===== config.mk =====
export PLATFORM = sky130hd
export DESIGN_NAME = priority_queue_with_mask_select_core_flat
export DESIGN_NICKNAME = d
export VERILOG_FILES = /design/src/design/pqms_pkg.sv /design/src/design/pqms_if.sv /design/src/design/pqms_cell.sv /design/src/design/priority_queue_with_mask_select_core.sv /design/src/flat_wrapper.sv
export SDC_FILE = /design/constraint.sdc
export NUM_CORES = 1
export LEC_CHECK = 0
export BUFFER_PORTS_ARGS = -buffer_cell sky130_fd_sc_hd__buf_2
export CAP_MARGIN = 20
export CELL_PAD_IN_SITES_DETAIL_PLACEMENT = 1
export CELL_PAD_IN_SITES_GLOBAL_PLACEMENT = 1
export CORE_AREA = 5 5 42 44
export CTS_CLUSTER_DIAMETER = 150
export DETAILED_ROUTE_END_ITERATION = 6
export DIE_AREA = 0 0 47 49
export PLACE_DENSITY_LB_ADDON = 0.2
export SYNTH_ARGS = -nofsm -noshare
export SYNTH_HDL_FRONTEND = slang
export SYNTH_SLANG_ARGS = --single-unit

===== constraint.sdc =====
create_clock -name clock -period 1.2 [get_ports clock]
set_input_delay 0.12 -clock clock [delete_from_list [all_inputs] [get_ports clock]]
set_output_delay 0.12 -clock clock [all_outputs]
set_load 0.02 [all_outputs]

===== src/design/pqms_pkg.sv =====
// ----------------------------------------------------------------------------
// Priority queue with mask select: shared definitions
// Field widths, operation and status codes, descriptor and term types.
// ----------------------------------------------------------------------------
package pqms_pkg;

   localparam int QueueDepthDefault = 16;
   localparam int MaxTermsDefault   = 8;

   typedef enum logic [2:0] {
      MODE_ENQUEUE = 3'd0,
      MODE_LOAD    = 3'd1,
      MODE_CLEAR   = 3'd2,
      MODE_PEEK    = 3'd3,
      MODE_REMOVE  = 3'd4,
      MODE_RSVD5   = 3'd5,
      MODE_RSVD6   = 3'd6,
      MODE_RSVD7   = 3'd7
   } mode_type;

   typedef enum logic [1:0] {
      ST_OK        = 2'd0,
      ST_NO_MATCH  = 2'd1,
      ST_Q_FULL    = 2'd2,
      ST_MASK_FULL = 2'd3
   } status_type;

   localparam logic [2:0] KIND_MSGID    = 3'd0;
   localparam logic [2:0] KIND_MSGTYPE  = 3'd1;
   localparam logic [2:0] KIND_PRIORITY = 3'd2;
   localparam logic [2:0] KIND_DATATYPE = 3'd3;
   localparam logic [2:0] KIND_PROTECT  = 3'd4;
   localparam logic [2:0] KIND_SENDER   = 3'd5;

   localparam logic [2:0] REL_NONE = 3'd0;
   localparam logic [2:0] REL_EQ   = 3'd1;
   localparam logic [2:0] REL_NE   = 3'd2;
   localparam logic [2:0] REL_LT   = 3'd3;
   localparam logic [2:0] REL_LE   = 3'd4;
   localparam logic [2:0] REL_GT   = 3'd5;
   localparam logic [2:0] REL_GE   = 3'd6;

   typedef struct packed {
      logic [31:0] prio;
      logic [3:0]  mtype;
      logic [3:0]  plevel;
      logic [63:0] idh;
      logic [63:0] idl;
      logic [63:0] dth;
      logic [63:0] dtl;
      logic [63:0] sdh;
      logic [63:0] sdl;
   } desc_type;

   typedef struct packed {
      logic [2:0]  kind;
      logic [2:0]  rel;
      logic [63:0] vh;
      logic [63:0] vl;
   } term_type;

   typedef struct packed {
      logic [2:0]  mode;
      desc_type    desc;
      logic [2:0]  term_kind;
      logic [2:0]  term_relation;
   } req_type;

   typedef struct packed {
      logic [1:0]  status;
      logic [4:0]  entry_count;
      logic [3:0]  position;
      desc_type    desc;
   } rsp_type;

   // Control that the sequencer broadcasts to every cell of the row.
   typedef struct packed {
      logic     insert;   // shift right from insert point, load new entry
      logic     remove;   // shift left from the matched entry
      logic     check;    // evaluate one mask term in every cell
      logic     clear;    // start a new search: all cells match
   } cell_ctl_type;

   function automatic logic term_holds(term_type t, desc_type e);
      logic same_id;
      logic same_dt;
      logic same_sd;
      logic [31:0] v;
      logic ok;
      same_id = (t.vh == e.idh) && (t.vl == e.idl);
      same_dt = (t.vh == e.dth) && (t.vl == e.dtl);
      same_sd = (t.vh == e.sdh) && (t.vl == e.sdl);
      v = t.vl[31:0];
      ok = 1'b1;
      if (t.rel != REL_NONE && t.rel <= REL_GE) begin
         unique case (t.kind)
            KIND_MSGID:    ok = (t.rel == REL_EQ) ? same_id :
                                (t.rel == REL_NE) ? !same_id : 1'b1;
            KIND_DATATYPE: ok = (t.rel == REL_EQ) ? same_dt :
                                (t.rel == REL_NE) ? !same_dt : 1'b1;
            KIND_SENDER:   ok = (t.rel == REL_EQ) ? same_sd :
                                (t.rel == REL_NE) ? !same_sd : 1'b1;
            KIND_MSGTYPE:  ok = (t.rel == REL_EQ) ? (t.vl[3:0] == e.mtype) :
                                (t.rel == REL_NE) ? (t.vl[3:0] != e.mtype) : 1'b1;
            KIND_PROTECT:  ok = (t.rel == REL_EQ) ? (t.vl[3:0] == e.plevel) :
                                (t.rel == REL_NE) ? (t.vl[3:0] != e.plevel) : 1'b1;
            KIND_PRIORITY: begin
               unique case (t.rel)
                  REL_EQ:  ok = e.prio == v;
                  REL_NE:  ok = e.prio != v;
                  REL_LT:  ok = e.prio < v;
                  REL_LE:  ok = e.prio <= v;
                  REL_GT:  ok = e.prio > v;
                  default: ok = e.prio >= v;
               endcase
            end
            default:       ok = 1'b1;
         endcase
      end
      return ok;
   endfunction

endpackage


===== src/design/pqms_if.sv =====
// ----------------------------------------------------------------------------
// Valid/ready channel
// Carries one payload of a generic type between a source and a sink.
// ----------------------------------------------------------------------------
interface pqms_if #(parameter type payload_type = logic) (input logic clock);
   logic        valid;
   logic        ready;
   payload_type payload;

   modport source (output valid, output payload, input ready);
   modport sink   (input valid, input payload, output ready);
endinterface


===== src/design/pqms_cell.sv =====
// ----------------------------------------------------------------------------
// Queue cell
// Holds one descriptor, compares its priority with an arriving entry,
// evaluates broadcast mask terms and shifts to either neighbor.
// ----------------------------------------------------------------------------
module pqms_cell (
   input  logic                  clock,
   input  pqms_pkg::cell_ctl_type ctl,
   input  pqms_pkg::desc_type    new_desc,
   input  pqms_pkg::term_type    term,
   input  logic                  occupied,     // slot index below entry count
   input  logic                  left_goes,    // left neighbor is at or past insert point
   input  pqms_pkg::desc_type    left_desc,
   input  pqms_pkg::desc_type    right_desc,
   input  logic                  left_removed, // a left neighbor or this cell is removed
   output logic                  goes,         // this cell takes part in the right shift
   output logic                  hit,
   output pqms_pkg::desc_type    desc
);
   pqms_pkg::desc_type desc_ff, desc_in;
   logic hit_ff, hit_in;

   // Goes right if left neighbor goes, cell is empty, or priority exceeds the new one.
   assign goes = left_goes || (occupied && (new_desc.prio < desc_ff.prio)) || !occupied;

   always_comb begin
      desc_in = desc_ff;
      hit_in  = hit_ff;
      if (ctl.insert) begin
         if (left_goes) begin
            desc_in = left_desc;
         end else if (goes) begin
            desc_in = new_desc;
         end
      end
      if (ctl.remove && left_removed) begin
         desc_in = right_desc;
      end
      if (ctl.clear) begin
         hit_in = 1'b1;
      end else if (ctl.check) begin
         hit_in = hit_ff && pqms_pkg::term_holds(term, desc_ff);
      end
   end

   always_ff @(posedge clock) begin
      desc_ff <= desc_in;
      hit_ff  <= hit_in;
   end

   assign hit  = hit_ff;
   assign desc = desc_ff;
endmodule


===== src/design/priority_queue_with_mask_select_core.sv =====
// ----------------------------------------------------------------------------
// Priority queue with mask select
// Enqueue, term load and clear go from idle through the check state to the
// response; a search evaluates one loaded term a cycle in all cells at
// once, then picks the match. One operation is in flight at a time.
// Reset empties the queue and the mask set; stored data is not cleared.
// ----------------------------------------------------------------------------
module priority_queue_with_mask_select_core #(
   parameter int QUEUE_DEPTH = pqms_pkg::QueueDepthDefault,
   parameter int MAX_TERMS   = pqms_pkg::MaxTermsDefault
) (
   input logic clock,
   input logic reset,
   pqms_if.sink   req,
   pqms_if.source rsp
);
   localparam int QW = $clog2(QUEUE_DEPTH + 1);
   localparam int QI = $clog2(QUEUE_DEPTH);
   localparam int TW = $clog2(MAX_TERMS + 1);
   localparam int TI = (MAX_TERMS > 1) ? $clog2(MAX_TERMS) : 1;

   typedef enum logic [3:0] {
      S_IDLE  = 4'b0001,
      S_CHECK = 4'b0010,
      S_PICK  = 4'b0100,
      S_RESP  = 4'b1000
   } state_type;

   state_type state_ff, state_in;
   pqms_pkg::req_type req_ff, req_in;
   pqms_pkg::rsp_type rsp_ff, rsp_in;
   logic [QW-1:0] count_ff, count_in;
   logic [TW-1:0] mtot_ff, mtot_in;
   logic [TW-1:0] tidx_ff, tidx_in;
   logic [QI-1:0] pick_ff, pick_in;
   pqms_pkg::term_type terms_ff [MAX_TERMS];
   pqms_pkg::term_type term_new;
   logic term_we;

   pqms_pkg::cell_ctl_type ctl;
   pqms_pkg::desc_type cdesc [QUEUE_DEPTH];
   logic cgoes [QUEUE_DEPTH];
   logic chit  [QUEUE_DEPTH];
   logic crem  [QUEUE_DEPTH];
   pqms_pkg::term_type cur_term;
   logic [QI-1:0] ins_pos, hit_pos;
   logic any_hit;

   assign cur_term = terms_ff[tidx_ff[TI-1:0]];

   genvar g;
   generate
      for (g = 0; g < QUEUE_DEPTH; g++) begin : g_cell
         logic lg, lr;
         pqms_pkg::desc_type ld, rd;
         if (g == 0) begin : g_first
            assign lg = 1'b0;
            assign ld = req_ff.desc;
            assign lr = (pick_ff == QI'(0));
         end else begin : g_rest
            assign lg = cgoes[g-1];
            assign ld = cdesc[g-1];
            assign lr = crem[g-1] || (pick_ff == QI'(g));
         end
         if (g == QUEUE_DEPTH - 1) begin : g_last
            assign rd = cdesc[g];
         end else begin : g_mid
            assign rd = cdesc[g+1];
         end
         assign crem[g] = lr;
         pqms_cell u_cell (
            .clock       (clock),
            .ctl         (ctl),
            .new_desc    (req_ff.desc),
            .term        (cur_term),
            .occupied    (QW'(g) < count_ff),
            .left_goes   (lg),
            .left_desc   (ld),
            .right_desc  (rd),
            .left_removed(lr),
            .goes        (cgoes[g]),
            .hit         (chit[g]),
            .desc        (cdesc[g])
         );
      end
   endgenerate

   // First cell that goes right is the insert point; first hit is the match.
   always_comb begin
      ins_pos = '0;
      hit_pos = '0;
      any_hit = 1'b0;
      for (int i = QUEUE_DEPTH - 1; i >= 0; i--) begin
         if (cgoes[i]) ins_pos = QI'(i);
         if (chit[i] && (QW'(i) < count_ff)) begin
            hit_pos = QI'(i);
            any_hit = 1'b1;
         end
      end
   end

   always_comb begin
      term_new.kind = req_ff.term_kind;
      term_new.rel  = req_ff.term_relation;
      term_new.vh   = req_ff.desc.idh;
      term_new.vl   = req_ff.desc.idl;
      if (req_ff.term_kind == pqms_pkg::KIND_PRIORITY) begin
         term_new.vh = '0;
         term_new.vl = {32'd0, req_ff.desc.prio};
      end else if (req_ff.term_kind == pqms_pkg::KIND_MSGTYPE) begin
         term_new.vh = '0;
         term_new.vl = {60'd0, req_ff.desc.mtype};
      end else if (req_ff.term_kind == pqms_pkg::KIND_PROTECT) begin
         term_new.vh = '0;
         term_new.vl = {60'd0, req_ff.desc.plevel};
      end
   end

   always_comb begin
      state_in = state_ff;
      req_in   = req_ff;
      rsp_in   = rsp_ff;
      count_in = count_ff;
      mtot_in  = mtot_ff;
      tidx_in  = tidx_ff;
      pick_in  = pick_ff;
      ctl      = '0;
      term_we  = 1'b0;
      unique case (state_ff)
         S_IDLE: begin
            pick_in = QI'(QUEUE_DEPTH - 1);
            if (req.valid) begin
               req_in   = req.payload;
               tidx_in  = '0;
               ctl.clear = 1'b1;
               state_in = S_CHECK;
            end
         end
         S_CHECK: begin
            rsp_in = '0;
            unique case (pqms_pkg::mode_type'(req_ff.mode))
               pqms_pkg::MODE_ENQUEUE: begin
                  if (count_ff >= QW'(QUEUE_DEPTH)) begin
                     rsp_in.status = pqms_pkg::ST_Q_FULL;
                  end else begin
                     ctl.insert = 1'b1;
                     rsp_in.position = 4'(ins_pos);
                     count_in = count_ff + QW'(1);
                  end
                  state_in = S_RESP;
               end
               pqms_pkg::MODE_LOAD: begin
                  if (mtot_ff >= TW'(MAX_TERMS)) begin
                     rsp_in.status = pqms_pkg::ST_MASK_FULL;
                  end else begin
                     term_we = 1'b1;
                     mtot_in = mtot_ff + TW'(1);
                  end
                  state_in = S_RESP;
               end
               pqms_pkg::MODE_CLEAR: begin
                  mtot_in  = '0;
                  state_in = S_RESP;
               end
               pqms_pkg::MODE_PEEK, pqms_pkg::MODE_REMOVE: begin
                  if (tidx_ff < mtot_ff) begin
                     ctl.check = 1'b1;
                     tidx_in = tidx_ff + TW'(1);
                  end else begin
                     state_in = S_PICK;
                  end
               end
               default: state_in = S_RESP;
            endcase
         end
         S_PICK: begin
            rsp_in = '0;
            if (!any_hit) begin
               rsp_in.status = pqms_pkg::ST_NO_MATCH;
            end else begin
               rsp_in.position = 4'(hit_pos);
               rsp_in.desc     = cdesc[hit_pos];
               if (req_ff.mode == pqms_pkg::MODE_REMOVE) begin
                  pick_in  = hit_pos;
                  count_in = count_ff - QW'(1);
               end
            end
            state_in = S_RESP;
         end
         S_RESP: begin
            // Removal shift happens once while the response is shown.
            if (pick_ff != QI'(QUEUE_DEPTH - 1) || req_ff.mode == pqms_pkg::MODE_REMOVE) begin
               ctl.remove = 1'b1;
               pick_in = QI'(QUEUE_DEPTH - 1);
            end
            if (rsp.ready) begin
               state_in = S_IDLE;
            end
         end
         default: state_in = S_IDLE;
      endcase
      rsp_in.entry_count = 5'(count_in);
   end

   always_ff @(posedge clock) begin
      if (reset) begin
         state_ff <= S_IDLE;
         count_ff <= '0;
         mtot_ff  <= '0;
      end else begin
         state_ff <= state_in;
         count_ff <= count_in;
         mtot_ff  <= mtot_in;
      end
      req_ff  <= req_in;
      rsp_ff  <= rsp_in;
      tidx_ff <= tidx_in;
      pick_ff <= pick_in;
      if (term_we) begin
         terms_ff[mtot_ff[TI-1:0]] <= term_new;
      end
   end

   assign req.ready   = (state_ff == S_IDLE);
   assign rsp.valid   = (state_ff == S_RESP);
   assign rsp.payload = rsp_ff;

   a_count_bound: assert property (@(posedge clock) disable iff (reset)
      count_ff <= QW'(QUEUE_DEPTH))
      else $error("entry count above depth");
   a_mask_bound: assert property (@(posedge clock) disable iff (reset)
      mtot_ff <= TW'(MAX_TERMS))
      else $error("mask total above limit");
   a_one_op: assert property (@(posedge clock) disable iff (reset)
      (req.valid && req.ready) |=> !req.ready)
      else $error("second request taken while busy");
endmodule

===== src/flat_wrapper.sv =====
// flat-port wrapper written by rule: the top's interface ports become plain ports
module priority_queue_with_mask_select_core_flat 
#(
   parameter int QUEUE_DEPTH = pqms_pkg::QueueDepthDefault,
   parameter int MAX_TERMS   = pqms_pkg::MaxTermsDefault
)
  (clock, reset, req_valid, req_payload, req_ready, rsp_valid, rsp_payload, rsp_ready);
  pqms_if req_i (.clock(clock));
  pqms_if rsp_i (.clock(clock));
  input logic clock;
  input logic reset;
  input wire logic [$bits(req_i.valid)-1:0] req_valid;
  input wire logic [$bits(req_i.payload)-1:0] req_payload;
  output wire logic [$bits(req_i.ready)-1:0] req_ready;
  output wire logic [$bits(rsp_i.valid)-1:0] rsp_valid;
  output wire logic [$bits(rsp_i.payload)-1:0] rsp_payload;
  input wire logic [$bits(rsp_i.ready)-1:0] rsp_ready;
  assign req_i.valid = req_valid;
  assign req_i.payload = req_payload;
  assign req_ready = req_i.ready;
  assign rsp_valid = rsp_i.valid;
  assign rsp_payload = rsp_i.payload;
  assign rsp_i.ready = rsp_ready;
  priority_queue_with_mask_select_core #(.QUEUE_DEPTH(QUEUE_DEPTH), .MAX_TERMS(MAX_TERMS)) u_core (.clock(clock), .reset(reset), .req(req_i), .rsp(rsp_i));
endmodule

After elaboration in Yosys (flattened, before gate mapping)
Index checks and enable logic that the tools add are counted.
- register bits: 6798
- input port bits: 5
- word-level logic and storage cells: 466
- output and inout bits: 3
- $add $sub $neg: 1
- reductions and logical operators: 147
- mux-type cells: 109
- equality and inequality tests: 24
- bitwise logic cells: 3
- $lt $le $gt $ge: 34
- operators with widths (operator ; count):
    424-bit 2-to-1 mux ; 61
    424-bit binary-select mux with 4-bit select ; 1
    1-bit by 32-bit < comparator with 1-bit output, first input constant ; 16
    4-bit 2-to-1 mux ; 19
    1-bit logical OR ; 46
    3-bit nonzero test ; 15
    4-bit by 5-bit < comparator with 1-bit output, first input constant ; 8
    4-bit == test, second input constant ; 9
    2-bit nonzero test ; 18
    1-bit logical AND ; 32
    2-bit AND reduction ; 16
    1-bit 2-to-1 mux ; 23
    4-bit by 3-bit == test with 1-bit output, second input constant ; 5
    3-bit by 5-bit < comparator with 1-bit output, first input constant ; 4
    1-bit zero test ; 16
    4-bit by 2-bit == test with 1-bit output, second input constant ; 3
    4-bit case mux with 3 select lines ; 1
    5-bit greater-or-equal comparator, second input constant ; 2
    1-bit by 5-bit < comparator with 1-bit output, first input constant ; 2
    2-bit by 5-bit < comparator with 1-bit output, first input constant ; 2
    5-bit 2-to-1 mux ; 2
    4-bit by 1-bit == test with 1-bit output, second input constant ; 2
    4-bit case mux with 2 select lines ; 1
    2-bit by 1-bit inequality test with 1-bit output, second input constant ; 3
    other kinds (10) ; 11

Depth between registers and ports, before layout
- word-level depth: 35
- depth in mapped cells: 2
- mapped depth without buffers: 2

Least setup slack after synthesis
OpenSTA, ideal clock, no wires.
- kind: register to register
- start point: reg u_core.state_ff[0]
- end point: reg u_core.state_ff[1]
- arrival time: 1.194 ns
- required time: 1.138 ns
- setup time: 0.062 ns
- buffers on the path: 0
- clock period less this slack: 1.255 ns
- cell stages (with the launch flop): 3
- setup slack: -0.055 ns
- cell sequence: dfxtp_1 -> nor3b_1 -> and3_1
- longest elaborated chain between the ends: 3
- elaborated cells between the ends (all ways): 9
- those cells by class: 6 x eq/ne; 1 x mux; 2 x reduce/logical
- RTL lines (element ; RTL line ; RTL):
    start, declared ; priority_queue_with_mask_select_core.sv:29 ; state_type state_ff, state_in;
    start signal, assigned ; priority_queue_with_mask_select_core.sv:211 ; state_ff <= state_in;
    4-bit by 1-bit == test with 1-bit output (*) ; -- ;
    named net req_ready ; flat_wrapper.sv:14 ; output wire logic [$bits(req_i.ready)-1:0] req_ready;
    2-bit inequality test (no line) ; -- ;
    2-bit AND reduction (no line) ; -- ;
The timed path passes the listed nets; every way through them passes the cells marked *.
A chain may end at the register's enable or synchronous reset.

Worst setup path after layout
- start point: reg u_core.state_ff[0]
- end point: out req_ready
- longest elaborated chain between the ends: 1
- RTL lines (element ; RTL line ; RTL):
    4-bit by 1-bit == test with 1-bit output ; priority_queue_with_mask_select_core.sv:224 ; assign req.ready = (state_ff == S_IDLE);
    end, declared ; flat_wrapper.sv:14 ;
Every way passes these cells.

==> metrics <==
area share of the largest cell type after synthesis 37.50%; XOR/XNOR share of the synthesized area 0%; Largest Register u_core.state_ff; Root Buffer clkbuf_4; Yosys top cell by area dfxtp_1; Final Core Density 16.52%; Min-Delay Path Depth 2; type of origin of the critical path flip-flop; vias in the first global route 163; flops & latches, synth 3; n_diodes 0; post-CTS setup buffers 0; total congestion overflow 0; die height 49 µm; synth warn 0; share of layout cells above drive strength 1 54.17%; multiplexer share of the synthesized area 0%; CTS Buf Count 3; Die X 47 µm; Max Clock Freq 0.8907 GHz; Clock H-tree levels 1; Clock Latency Late Sink 230 ps; Initial Util 11.43%; R2R cell count 2; DR iter-0 viols 3; Logic pwr share 10.7%; Detailed Place HPWL 296.1 µm; Final min period 1123 ps; Mapped Avg Cell Area 10.01 µm²; Crit Path Max Fanout 6; CTS Sinks 3; Hold Path Origin reset; nature of the critical path endpoint output port; drt via density 3.700; Synth Area in Simple Gates 40.63%; FP Rows 14; CORE AREA 1401 µm²; die area 2303 µm²; biggest regs u_core.state_ff: 3 flops; Max VDD drop 0.3100 mV; clk slew on worst S/H paths 40 ps; sequential element share of the synthesized area 37.50%; Final Max Slew Viols 0; pin count of the biggest net entering global routing 8; gr usage total 4.290%; switching share of power 24.30%; Yosys cell types 12; Top delay family on crit path flip-flops; pwr dens 1414 nW/µm²; Net Sw Power 0.00007950 W; CTS tree yes; Clock Skews 1.699 ps; Syn-to-layout area delta 44.53%; most common cell after layout, fill and taps aside buf_2; RSZ-0062 raised after global routing no; Final period util 93.56%; clock share of power 53.9%; Post-Syn Instances 16; delay of the slowest cell on the worst path 380 ps; antenna violations before repair 0; reg2reg setup slack 130 ps; first-pass GRT wire length 662 µm; Fin Setup TNS 0 ps; clock buffer depth 2; Fin. Hold Viols 0; DR WL/cell 9.975 µm; Post-Synth Adder-Cell Area 0%; Critical Path, Cell by Cell nor3b_2, buf_2; outcome finished, final reports clean; Flop pwr share 35.4%; max FFs per register 3; Fin Hold WS 69.90 ps; Worst Path Required 1080 ps; leakage power total 0.09138 nW; fillers 183; terminus of the critical flop-to-flop path u_core.state_ff[3]; Worst Path Buf+Inv 1; Residual DRC 0; nets 30; Int Power 0.0002477 W; Buffers on Ports 5; total number of vias 148; final antenna-violating net count 0; Max Cap Viol 0; Final Wtd Congestion 0.6703; Hold Path End u_core.state_ff[3]; total iterations of the first detailed-routing run 3; syn nets 21; cell area after synthesis 160.2 µm²; ranking of synthesized cells by area dfxtp_1, nor3b_1, a211oi_2, and4bb_2, nor4b_1; Critical Path AT 1000 ps; Reg2Reg Launch Point u_core.state_ff[1]; Compound-Gate Fraction of Synth Area 12.50%; most frequent cells in the layout buf_2, clkbuf_4, nor3b_1, dfxtp_2; Hold WC Path Type input pin to flip-flop; final setup vio count 0; Critical-path top delay cell dfxtp_2; Crit Path Class flip-flop to output port; WL final 399 µm; # IOs 8; main combinational cell family by area after synthesis simple AND/OR/NAND/NOR gates
[cells by family after synthesis]
family | Yosys count
AOI/OAI and AO/OA | 2
other | 1
DFF | 3
buffers and inverters | 2
and+or+nand+nor | 8
[what timing repair did]
action,4_1_cts,5_1_grt
endpoints found under the setup margin,1,1
gates resized for setup,1,1
hold buffers,0,0
[metal layers]
metal	routed length (µm)	part of all wire (%)	vias to the layer above	global-route usage [%]
li1	-	-	74	-
met1	181	45	71	5.033
met2	206	52	3	5.204
met3	10	2.5	0	1.107
met4	0	0	0	5.530
met5	0	0	-	0
[how the worst max path moves through the flow]
stage                            start                  to  slack [ps]  depth (start not counted)
floorplan           u_core.state_ff[3]           rsp_valid         160                          1
global placement    u_core.state_ff[3]  u_core.state_ff[3]         100                          2
detailed placement  u_core.state_ff[3]  u_core.state_ff[3]         120                          2
CTS                 u_core.state_ff[3]           rsp_valid          10                          2
global route        u_core.state_ff[1]           rsp_valid           5                          2
finish              u_core.state_ff[0]           req_ready          80                          2
[area by class of cell]
type	instances	area [µm²]	area share (%)
clock buffer	4	26.28	11.35
inverter	1	3.754	1.622
multi-input combinational	11	93.84	40.54
sequential	3	62.56	27.03
tap	16	20.02	8.649
timing repair buffer	5	25.02	10.81
[synth_stat cells]
cell type,number
buf_4,1
nor3b_1,3
inv_1,1
a211oi_2,1
conb_1,1
dfxtp_1,3
or3b_1,1
and4bb_2,1
nor4b_1,1
and3_1,1
nand2b_1,1
o31ai_1,1
[through the flow]
stage | area, µm² | total power, W | setup slack [ps] | std cells
2_1_floorplan | 165.2 | 0.0001394 | 156.9 | 16
3_3_place_gp | 202.7 | 0.0001514 | 99.04 | 36
3_5_place_dp | 202.7 | 0.0001522 | 115.1 | 36
4_1_cts | 230.2 | 0.0003376 | 14.80 | 40
5_1_grt | 231.5 | 0.0003507 | 5.316 | 40
6_report | 231.5 | 0.0003272 | 77.32 | 40
[worst register-to-register path: stages, from the launching register on]
cell,delay (ps)
dfxtp_1,360
or3b_1,400
a211oi_2,220
[power by group through the flow]
| stage | Combinational, W | Clock (W) | Sequential [W] |
|---|---|---|---|
| floorplan | 0.0000259 | 0 | 0.000113 |
| finish | 0.0000351 | 0.000176 | 0.000116 |
| global route | 0.0000391 | 0.000194 | 0.000117 |
| detailed placement | 0.0000357 | 0 | 0.000117 |
| CTS | 0.0000358 | 0.000186 | 0.000116 |
| global placement | 0.0000351 | 0 | 0.000116 |
Note: power is estimated with default switching activity, not from simulation.
